$ cat src/rtl/dmsr_pkg.sv
package dmsr_pkg;

    localparam int unsigned SPEED_W    = 7;
    localparam int unsigned DUTY_W     = 8;
    localparam int unsigned TIME_W     = 32;
    localparam int unsigned INTERVAL_W = 16;
    localparam int unsigned CFG_IDX_W  = 2;
    localparam int unsigned CFG_DATA_W = 16;

    localparam logic [SPEED_W-1:0] SPEED_MAX = 7'd100;
    localparam logic [SPEED_W-1:0] STEP_MIN  = 7'd1;

    localparam logic [SPEED_W-1:0]    RESET_RAMP_STEP     = 7'd5;
    localparam logic [INTERVAL_W-1:0] RESET_RAMP_INTERVAL = 16'd40;
    localparam logic [SPEED_W-1:0]    RESET_RISE_FLOOR    = 7'd0;
    localparam logic [SPEED_W-1:0]    RESET_FALL_FLOOR    = 7'd0;

    // floor(s * 51 / 20) == (s * 167127) >> 16 for s in 0..100
    localparam int unsigned        DUTY_RECIP_W = 18;
    localparam logic [DUTY_RECIP_W-1:0] DUTY_RECIP = 18'd167127;
    localparam int unsigned        DUTY_SHIFT   = 16;
    localparam int unsigned        DUTY_PROD_W  = SPEED_W + DUTY_RECIP_W;

    typedef enum logic [CFG_IDX_W-1:0] {
        CFG_RAMP_STEP     = 2'd0,
        CFG_RAMP_INTERVAL = 2'd1,
        CFG_RISE_FLOOR    = 2'd2,
        CFG_FALL_FLOOR    = 2'd3
    } t_cfg_index;

    typedef struct packed {
        logic [SPEED_W-1:0]    ramp_step;
        logic [INTERVAL_W-1:0] ramp_interval;
        logic [SPEED_W-1:0]    rise_floor;
        logic [SPEED_W-1:0]    fall_floor;
    } t_cfg;

    typedef struct packed {
        logic [TIME_W-1:0]  time_ms;
        logic               left_run;
        logic               left_ahead;
        logic [SPEED_W-1:0] left_goal;
        logic               right_run;
        logic               right_ahead;
        logic [SPEED_W-1:0] right_goal;
    } t_in_word;

    typedef struct packed {
        logic [DUTY_W-1:0] left_duty;
        logic              left_pwm_on;
        logic              left_dir_pin;
        logic [DUTY_W-1:0] right_duty;
        logic              right_pwm_on;
        logic              right_dir_pin;
    } t_out_word;

    typedef struct packed {
        logic               run;
        logic               ahead;
        logic [SPEED_W-1:0] goal;
    } t_motor_cmd;

    typedef struct packed {
        logic [DUTY_W-1:0] duty;
        logic              pwm_on;
        logic              dir_pin;
    } t_motor_out;

endpackage

$ cat src/rtl/dmsr_motor.sv
module dmsr_motor (
    input  logic                            i_clk,
    input  logic                            i_rst_n,
    input  logic                            i_fire,
    input  logic [dmsr_pkg::TIME_W-1:0]     i_time_ms,
    input  dmsr_pkg::t_motor_cmd            i_cmd,
    input  dmsr_pkg::t_cfg                  i_cfg,
    output dmsr_pkg::t_motor_out            o_res
);

    logic [dmsr_pkg::SPEED_W-1:0] r_speed;
    logic                         r_fwd;
    logic                         r_started;
    logic [dmsr_pkg::TIME_W-1:0]  r_start;

    logic [dmsr_pkg::SPEED_W-1:0]     goal_c;
    logic [dmsr_pkg::SPEED_W-1:0]     step;
    logic [dmsr_pkg::SPEED_W-1:0]     rfl;
    logic [dmsr_pkg::SPEED_W-1:0]     target;
    logic                             active;
    logic                             n_fwd;
    logic [dmsr_pkg::TIME_W-1:0]      elapsed;
    logic                             done;
    logic [dmsr_pkg::SPEED_W:0]       sp_plus;
    logic [dmsr_pkg::SPEED_W:0]       tgt_plus;
    logic                             go_up;
    logic                             go_down;
    logic                             change;
    logic [dmsr_pkg::SPEED_W-1:0]     next_speed;
    logic [dmsr_pkg::SPEED_W-1:0]     n_speed;
    logic [dmsr_pkg::DUTY_PROD_W-1:0] duty_prod;

    always_comb begin
        goal_c = (i_cmd.goal > dmsr_pkg::SPEED_MAX) ? dmsr_pkg::SPEED_MAX : i_cmd.goal;
        step   = (i_cfg.ramp_step == '0) ? dmsr_pkg::STEP_MIN : i_cfg.ramp_step;
        rfl    = (i_cfg.rise_floor > dmsr_pkg::SPEED_MAX) ? dmsr_pkg::SPEED_MAX
                                                          : i_cfg.rise_floor;
        n_fwd  = r_fwd;
        if (!i_cmd.run) begin
            active = (r_speed != '0);
            target = '0;
        end else begin
            active = 1'b1;
            if (i_cmd.ahead != r_fwd) begin
                if (r_speed != '0) begin
                    target = '0;
                end else begin
                    n_fwd  = i_cmd.ahead;
                    target = goal_c;
                end
            end else begin
                target = goal_c;
            end
        end

        elapsed  = i_time_ms - r_start;
        done     = !r_started
                   || (elapsed >= {{(dmsr_pkg::TIME_W-dmsr_pkg::INTERVAL_W){1'b0}},
                                   i_cfg.ramp_interval});
        sp_plus  = {1'b0, r_speed} + {1'b0, step};
        tgt_plus = {1'b0, target} + {1'b0, step};
        go_up    = {1'b0, target} >= sp_plus;
        go_down  = tgt_plus <= {1'b0, r_speed};

        change     = 1'b0;
        next_speed = r_speed;
        if (done && active) begin
            priority if (go_up) begin
                change     = 1'b1;
                next_speed = (r_speed < rfl) ? rfl : sp_plus[dmsr_pkg::SPEED_W-1:0];
            end else if (go_down) begin
                change     = 1'b1;
                next_speed = (r_speed <= i_cfg.fall_floor) ? '0 : (r_speed - step);
            end else begin
                change     = (target != r_speed);
                next_speed = target;
            end
        end
        n_speed = next_speed;

        duty_prod = {{dmsr_pkg::DUTY_RECIP_W{1'b0}}, n_speed}
                    * {{dmsr_pkg::SPEED_W{1'b0}}, dmsr_pkg::DUTY_RECIP};
        o_res.duty    = duty_prod[dmsr_pkg::DUTY_SHIFT +: dmsr_pkg::DUTY_W];
        o_res.pwm_on  = (n_speed != '0);
        o_res.dir_pin = n_fwd;
    end

    always_ff @(posedge i_clk) begin
        if (!i_rst_n) begin
            r_speed   <= '0;
            r_fwd     <= 1'b1;
            r_started <= 1'b0;
            r_start   <= '0;
        end else if (i_fire) begin
            r_fwd <= n_fwd;
            if (change) begin
                r_speed   <= n_speed;
                r_start   <= i_time_ms;
                r_started <= 1'b1;
            end
        end
    end

endmodule

$ cat src/rtl/dual_motor_speed_ramp.sv
// Two-motor PWM speed ramp. Each input word carries a millisecond timestamp and, per motor,
// run, direction and target speed; each word yields exactly one output word with duty
// (floor of speed * 2.55), PWM enable and direction pin. Speed changes at most once per
// ramp_interval ms: by ramp_step, straight up to rise_floor, to zero at or below fall_floor,
// or to a nearer target. A direction change ramps to zero before the pin flips. Rate is
// one word per cycle while the output is not stalled: a word is held in the input register,
// the per-motor step logic and duty multiplier then load the output register, and a
// stalled output still lets one further word in. Write configuration only while idle.
module dual_motor_speed_ramp (
    input  logic                              i_clk,
    input  logic                              i_rst_n,
    input  logic                              i_in_valid,
    output logic                              o_in_ready,
    input  dmsr_pkg::t_in_word                i_in_word,
    output logic                              o_out_valid,
    input  logic                              i_out_ready,
    output dmsr_pkg::t_out_word               o_out_word,
    input  logic                              i_cfg_valid,
    output logic                              o_cfg_ready,
    input  logic [dmsr_pkg::CFG_IDX_W-1:0]    i_cfg_index,
    input  logic [dmsr_pkg::CFG_DATA_W-1:0]   i_cfg_data
);

    dmsr_pkg::t_cfg       r_cfg;
    dmsr_pkg::t_in_word   r_in_word;
    logic                 r_in_valid;
    dmsr_pkg::t_out_word  r_out_word;
    logic                 r_out_valid;

    logic                 advance;
    logic                 fire;
    dmsr_pkg::t_motor_cmd left_cmd;
    dmsr_pkg::t_motor_cmd right_cmd;
    dmsr_pkg::t_motor_out left_res;
    dmsr_pkg::t_motor_out right_res;
    dmsr_pkg::t_out_word  n_out_word;

    assign advance     = !r_out_valid || i_out_ready;
    assign fire        = r_in_valid && advance;
    assign o_in_ready  = !r_in_valid || advance;
    assign o_out_valid = r_out_valid;
    assign o_out_word  = r_out_word;
    assign o_cfg_ready = 1'b1;

    always_comb begin
        left_cmd.run    = r_in_word.left_run;
        left_cmd.ahead  = r_in_word.left_ahead;
        left_cmd.goal   = r_in_word.left_goal;
        right_cmd.run   = r_in_word.right_run;
        right_cmd.ahead = r_in_word.right_ahead;
        right_cmd.goal  = r_in_word.right_goal;

        n_out_word.left_duty     = left_res.duty;
        n_out_word.left_pwm_on   = left_res.pwm_on;
        n_out_word.left_dir_pin  = left_res.dir_pin;
        n_out_word.right_duty    = right_res.duty;
        n_out_word.right_pwm_on  = right_res.pwm_on;
        n_out_word.right_dir_pin = right_res.dir_pin;
    end

    dmsr_motor u_left (
        .i_clk     (i_clk),
        .i_rst_n   (i_rst_n),
        .i_fire    (fire),
        .i_time_ms (r_in_word.time_ms),
        .i_cmd     (left_cmd),
        .i_cfg     (r_cfg),
        .o_res     (left_res)
    );

    dmsr_motor u_right (
        .i_clk     (i_clk),
        .i_rst_n   (i_rst_n),
        .i_fire    (fire),
        .i_time_ms (r_in_word.time_ms),
        .i_cmd     (right_cmd),
        .i_cfg     (r_cfg),
        .o_res     (right_res)
    );

    always_ff @(posedge i_clk) begin
        if (!i_rst_n) begin
            r_cfg.ramp_step     <= dmsr_pkg::RESET_RAMP_STEP;
            r_cfg.ramp_interval <= dmsr_pkg::RESET_RAMP_INTERVAL;
            r_cfg.rise_floor    <= dmsr_pkg::RESET_RISE_FLOOR;
            r_cfg.fall_floor    <= dmsr_pkg::RESET_FALL_FLOOR;
        end else if (i_cfg_valid) begin
            unique case (dmsr_pkg::t_cfg_index'(i_cfg_index))
                dmsr_pkg::CFG_RAMP_STEP: begin
                    r_cfg.ramp_step <= i_cfg_data[dmsr_pkg::SPEED_W-1:0];
                end
                dmsr_pkg::CFG_RAMP_INTERVAL: begin
                    r_cfg.ramp_interval <= i_cfg_data[dmsr_pkg::INTERVAL_W-1:0];
                end
                dmsr_pkg::CFG_RISE_FLOOR: begin
                    r_cfg.rise_floor <= i_cfg_data[dmsr_pkg::SPEED_W-1:0];
                end
                dmsr_pkg::CFG_FALL_FLOOR: begin
                    r_cfg.fall_floor <= i_cfg_data[dmsr_pkg::SPEED_W-1:0];
                end
                default: begin
                end
            endcase
        end
    end

    always_ff @(posedge i_clk) begin
        if (!i_rst_n) begin
            r_in_valid  <= 1'b0;
            r_out_valid <= 1'b0;
        end else begin
            if (i_in_valid && o_in_ready) begin
                r_in_valid <= 1'b1;
            end else if (advance) begin
                r_in_valid <= 1'b0;
            end
            if (advance) begin
                r_out_valid <= r_in_valid;
            end
        end
    end

    always_ff @(posedge i_clk) begin
        if (i_in_valid && o_in_ready) begin
            r_in_word <= i_in_word;
        end
        if (fire) begin
            r_out_word <= n_out_word;
        end
    end

endmodule
$ cat config.mk
export PLATFORM = sky130hd
export DESIGN_NAME = dual_motor_speed_ramp
export DESIGN_NICKNAME = d
export VERILOG_FILES = /design/src/rtl/dmsr_pkg.sv /design/src/rtl/dmsr_motor.sv /design/src/rtl/dual_motor_speed_ramp.sv
export SDC_FILE = /design/constraint.sdc
export NUM_CORES = 1
export LEC_CHECK = 0
export BUFFER_PORTS_ARGS = -buffer_cell sky130_fd_sc_hd__buf_4
export CORE_MARGIN = 2
export CORE_UTILIZATION = 65
export CTS_BUF_LIST = sky130_fd_sc_hd__clkbuf_4 sky130_fd_sc_hd__clkbuf_8
export CTS_CLUSTER_SIZE = 14
export DETAILED_ROUTE_END_ITERATION = 16
export PLACE_DENSITY = 0.84
export REMOVE_ABC_BUFFERS = 1
export SLEW_MARGIN = 20
export SYNTH_ARGS = -nofsm -noshare
export SYNTH_HDL_FRONTEND = slang
export SYNTH_HIERARCHICAL = 1
export SYNTH_SLANG_ARGS = --single-unit
$ cat constraint.sdc
create_clock -name i_clk -period 9.8 [get_ports i_clk]
set_clock_uncertainty 0.05 [all_clocks]
set_input_delay 0.98 -clock i_clk [delete_from_list [all_inputs] [get_ports i_clk]]
set_output_delay 0.98 -clock i_clk [all_outputs]
set_load 0.005 [all_outputs]
After elaboration in Yosys (flattened, before gate mapping). Index checks and enable logic that the tools add are counted.

Bits in registers: 191. Output and inout bits: 23.

Add/subtract/negate cells: 8. Multiply operators: 2. $lt $le $gt $ge: 13. Equality and inequality tests: 7. Muxes and demuxes: 36. Reduce and logical (&&, ||, !) cells: 25.

Operators by type and width (number): 7-bit two-way mux (20); 32-bit by 16-bit >= comparator with 1-bit output (2); 32-bit subtractor (2); 7-bit by 18-bit multiplier with 24-bit output (second input constant) (2); 7-bit by 7-bit adder with 8-bit output (4); 7-bit nonzero test (4); 7-bit greater-than comparator (second input constant) (3); 7-bit by 8-bit >= comparator with 1-bit output (2); 8-bit by 7-bit less-or-equal comparator with 1-bit output (2); 1-bit two-way mux (16); 7-bit less-or-equal comparator (2); 7-bit less-than comparator (2); 7-bit != test (2); 7-bit subtractor (2); 2-bit AND reduction (6); 7-bit logical NOT (1); 2-bit equality test (second input constant) (2); 1-bit logical AND (4); 1-bit logical NOT (4); 1-bit logical OR (4); 2-bit by 1-bit equality test with 1-bit output (second input constant) (1); 2-bit logical NOT (1); 1-bit != test (2); 2-bit nonzero test (1).

Longest topological paths before layout.
Depth in word-level cells: 11. Depth in mapped cells: 46. Gate-level depth less buffers: 44.

By module. Netlist, hierarchy kept.

By module, submodules not included: dmsr_motor (u_left) (instances 1, cells an instance 1073, area an instance 8286.7 µm², seq. area each 820.8 µm²); dmsr_motor (u_right) (instances 1, cells an instance 993, area an instance 7950.1 µm², seq. area each 820.8 µm²); dual_motor_speed_ramp (instances 1, cells an instance 227, area an instance 3667.3 µm², seq. area each 2882.8 µm²).

Worst setup path after synthesis. No wires, ideal clock.

Kind: register to register. From: reg r_in_word[18] (netlist bit). To: reg r_out_word, in the netlist o_out_word[8], data pin. Arrival: 8567 ps. Data required time: 9499 ps. Path slack: 932 ps. Stages on the path, launching flop included: 43. Path buffers: 3. Period minus slack after synthesis: 8868 ps. Path through: edfxtp_1 inv_1 ha_1 inv_1 fa_1 a21o_1 a221oi_1 o21ai_0 a21boi_0 xnor2_1 ha_1 a31oi_1 nand3_1 a41oi_1 a211oi_1 a2111oi_0 nand4b_1 or4_1 [7 not listed] ha_1 inv_1 fa_1 inv_1 ha_1 a21o_1 a21o_1 a21o_1 a21oi_1 o21bai_1 a21o_1 a21o_1 a21oi_1 o21ai_0 a21oi_1 o21ai_1 xor2_1 buf_4.

Cells in the longest elaborated chain, start to end: 6.

RTL lines: start: declaration (RTL line dual_motor_speed_ramp.sv:25) `dmsr_pkg::t_in_word r_in_word;`; start signal: assignment (RTL line dual_motor_speed_ramp.sv:125) `r_in_word <= i_in_word;`; 32-bit subtractor (RTL line dmsr_motor.sv:56) `elapsed = i_time_ms - r_start;`; 32-bit by 16-bit >= comparator with 1-bit output (RTL line dmsr_motor.sv:58) `|| (elapsed >= {{(dmsr_pkg::TIME_W-dmsr_pkg::INTERVAL_W){1'b0}},`; 1-bit logical OR (RTL line dmsr_motor.sv:58); 1-bit logical AND (RTL line dmsr_motor.sv:67) `if (done && active) begin`; 7-bit two-way mux (RTL line dmsr_motor.sv:67); named net u_right.n_speed (one bit) (RTL line dmsr_motor.sv:30) `logic [dmsr_pkg::SPEED_W-1:0] n_speed;`; 7-bit by 18-bit multiplier with 24-bit output (RTL line dmsr_motor.sv:82) `* {{dmsr_pkg::SPEED_W{1'b0}}, dmsr_pkg::DUTY_RECIP};`; named net u_right.duty_prod (one bit) (RTL line dmsr_motor.sv:31) `logic [dmsr_pkg::DUTY_PROD_W-1:0] duty_prod;`; end signal: assignment (RTL line dual_motor_speed_ramp.sv:128) `r_out_word <= n_out_word;`; end: declaration (RTL line dual_motor_speed_ramp.sv:27) `dmsr_pkg::t_out_word r_out_word;`.

The timed path passes the listed nets, and every way through them passes these cells. A chain may end at the register's enable or synchronous reset.

==> qor.csv <==
metric,value,unit
status,finished clean,
dpl.hpwl,40500,um
synth-warning-count,6,
grt_pass1_vias,16400,
min_path_type,reg2reg,
synth_area,0.0199,sq mm
cts_buffer_depth,2,
dieArea,0.0320,sq mm
cts-root-buf,clkbuf_8,
grt_max_degree,65,
rsz0062_at_grt,no,
leakagePower,9.64,nW
postSynthCellCount,2293,
grt.busiest_layer,met2,
path_max_fanout,8,
hold_end,r_cfg[4],
drt_iter0_markers,1325,
setup-violations-final,0,
relSlewSlack,28.2,%
critPathArrivalTime,9.56,ns
rr_endpoint,o_out_word[18],
cp_common_cell,a21o_1,
utilization,70.2,%
ys_seq_area_share,22.7,%
min_period,9.34,ns
clkLatencyLatePin,0.53,ns
startpoint_type,flop,
min_from,r_cfg[4],
dp_slack,0.328,ns
grt_first_pass_wirelength,81700,um
clk_pin_slew,0.12,ns
syn_area_per_cell,8.68,sq um
crit_slowest_cell,edfxtp_1,
synthDistinctLibCells,103,
max_stage_delay,0.52,ns
power_density,304,mW/mm^2
dr.pass1.iters,6,
crit_type,reg2reg,
synth_edf_count,70,
core_area,0.0303,sq mm
drc,0,
antenna_found_initial,0,
cts-buffers-inserted,17,
h-tree-depth,4,
r2r_slack,0.46,ns
initial_core_util,65.6,%
maxCapViolations,0,
ys_async_sr_fraction,0,%
fin_ws,0.457,ns
timing.fmax,107,MHz
cts_tree,built,
layout_commonest_cell,ha_1,
hold_depth,2,
synth-seq-cells,191,
grt.total_usage,32.3,%
drt-wirelength-per-cell,18.4,um
post-place-cells,2728,
viasPerCell,6.07,
drive_gt1_share,10.1,%
fin_cells,2762,
nets,2789,
fin_crit_sh,95.3,%
area_delta_synth_final,7.01,%
place_congestion,1.02,
die_h,179,um
use_met2,55.2,%
ant_nets,0,
wirelength,50800,um
die_w,179,um
gr-total-overflow,0,
cts_sinks,191,
r2r-start,r_in_word[19],
tightestPinTransition,1.08,ns
finalHoldViolCount,0,
design.portCount,96,
finalMaxSlewViolations,0,
cts-hold-fix-buffers,0,
met3_usage,5.05,%
mostFrequentLayoutCells,"ha_1, inv_1, nand2_1, a21oi_1, nor2_1",
rows,64,
reg2regPathDepth,37,
cp.required,10.02,ns
peakVddDrop,0.250,mV
yosys_most_used_dff,dfxtp_1,
fin_setup_tns,0,ns
cp-end-kind,flop,
portBuffers,94,
num_vias,16800,
met1_usage,40.8,%
==> metal layers <==
metal	vias to the layer above	part of all wire, %
li1	8169	-
met1	7984	44
met2	501	48
met3	124	4.9
met4	0	3.5
met5	-	0
==> report_power, final <==
part,internal (mW),switching [mW]
Combinational,2.03,2.85
Sequential,0.965,0.0535
Clock,0.250,0.322
==> state kept, by name, indices dropped and copies added, names as in the netlist <==
signal             cells
r_in_word             41
r_cfg                 37
u_left/r_start        32
u_right/r_start       32
o_out_word            20
left_cmd               9
u_left/r_speed         7
u_right/r_speed        7
o_out_valid            1
r_in_valid             1
u_left/r_fwd           1
u_left/r_started       1
u_right/r_fwd          1
u_right/r_started      1
==> worst max-delay path: cells and delay by family, from the launching register on <==
kind                       cells  cell delay (ns)
buffers and inverters          3             0.29
DFF                            1             0.52
adders and majority gates      7             2.71
xor gates and xnor gates       2             0.26
muxes                          1             0.39
AOI/OAI and AO/OA             15             3.24
and+or+nand+nor                9             1.60
==> through the flow <==
stage                     power (mW)  cell area [sq um]  hold slack (ns)
final                           6.47              21300            0.441
after global routing            7.16              21300            0.469
after CTS                       6.42              21300            0.443
after detailed placement        5.79              20800            0.422
after global placement          5.62              20800            0.399
after floorplan                 4.56              19400            0.382
==> timing repair <==
item | CTS | global route
setup buffers | 0 | 1
gates resized for setup | 0 | 8
setup endpoints to repair | 0 | 9
==> Yosys cell counts (8+ instances only) <==
cell / count / area, sq um
nor2b_1: 54 / 338
o211a_1: 9 / 90.1
and3_1: 17 / 106
edfxtp_1: 70 / 2100
clkbuf_1: 35 / 131
a21oi_1: 149 / 746
a211oi_1: 17 / 128
inv_1: 293 / 1100
nor2_1: 141 / 529
a211oi_2: 10 / 125
nand2b_1: 27 / 169
xor2_1: 38 / 333
nor3_1: 25 / 125
nand2_1: 186 / 698
a221oi_1: 9 / 78.8
buf_2: 16 / 80.1
buf_4: 25 / 188
nand4_1: 36 / 225
mux2_2: 14 / 158
nand3_1: 40 / 200
dfxtp_1: 121 / 2420
a21o_1: 53 / 398
o21bai_1: 19 / 143
o21ai_1: 8 / 40.0
o211ai_1: 18 / 135
nor4_1: 13 / 81.3
fa_1: 52 / 1040
o21ai_0: 85 / 425
mux2i_1: 115 / 1150
ha_1: 312 / 3900
xnor2_1: 67 / 587
o21a_1: 31 / 233
buf_6: 9 / 101
a31oi_1: 16 / 100
o31ai_1: 10 / 75.1
and2_1: 14 / 87.6
==> logic make-up after synthesis <==
| logic type | share of synthesized area, % |
|---|---|
| xor+xnor | 4.62 |
| simple gates | 15.1 |
| other cells | 0.0188 |
| flops | 22.7 |
| buf+inv | 8.16 |
| mux | 6.97 |
| compound gates | 17.5 |
| fa+ha+maj | 24.9 |
==> area by class of cell <==
type                            count  area, sq um
Timing Repair Buffer              127          953
Antenna cell                        1         2.50
Tap cell                          396          495
Clock buffer                       20          269
Multi-Input combinational cell   1722        13800
Fill cell                        2470         9050
Sequential cell                   191         4520
Clock inverter                     12          155
Inverter                          293         1100
==> worst max path at each step <==
stage                       start             end  slack [ns]  depth (start not counted)
floorplan           r_in_word[18]   o_out_word[8]        1.11                         39
detailed placement  r_in_word[18]   o_out_word[8]        0.33                         39
global placement    r_in_word[18]   o_out_word[8]        0.72                         39
finish              r_in_word[19]  o_out_word[18]        0.46                         37
CTS                 r_in_word[18]   o_out_word[8]        0.20                         39
global route        r_in_word[18]  o_out_word[18]       0.002                         39
Power figures use the tool's default switching activity.
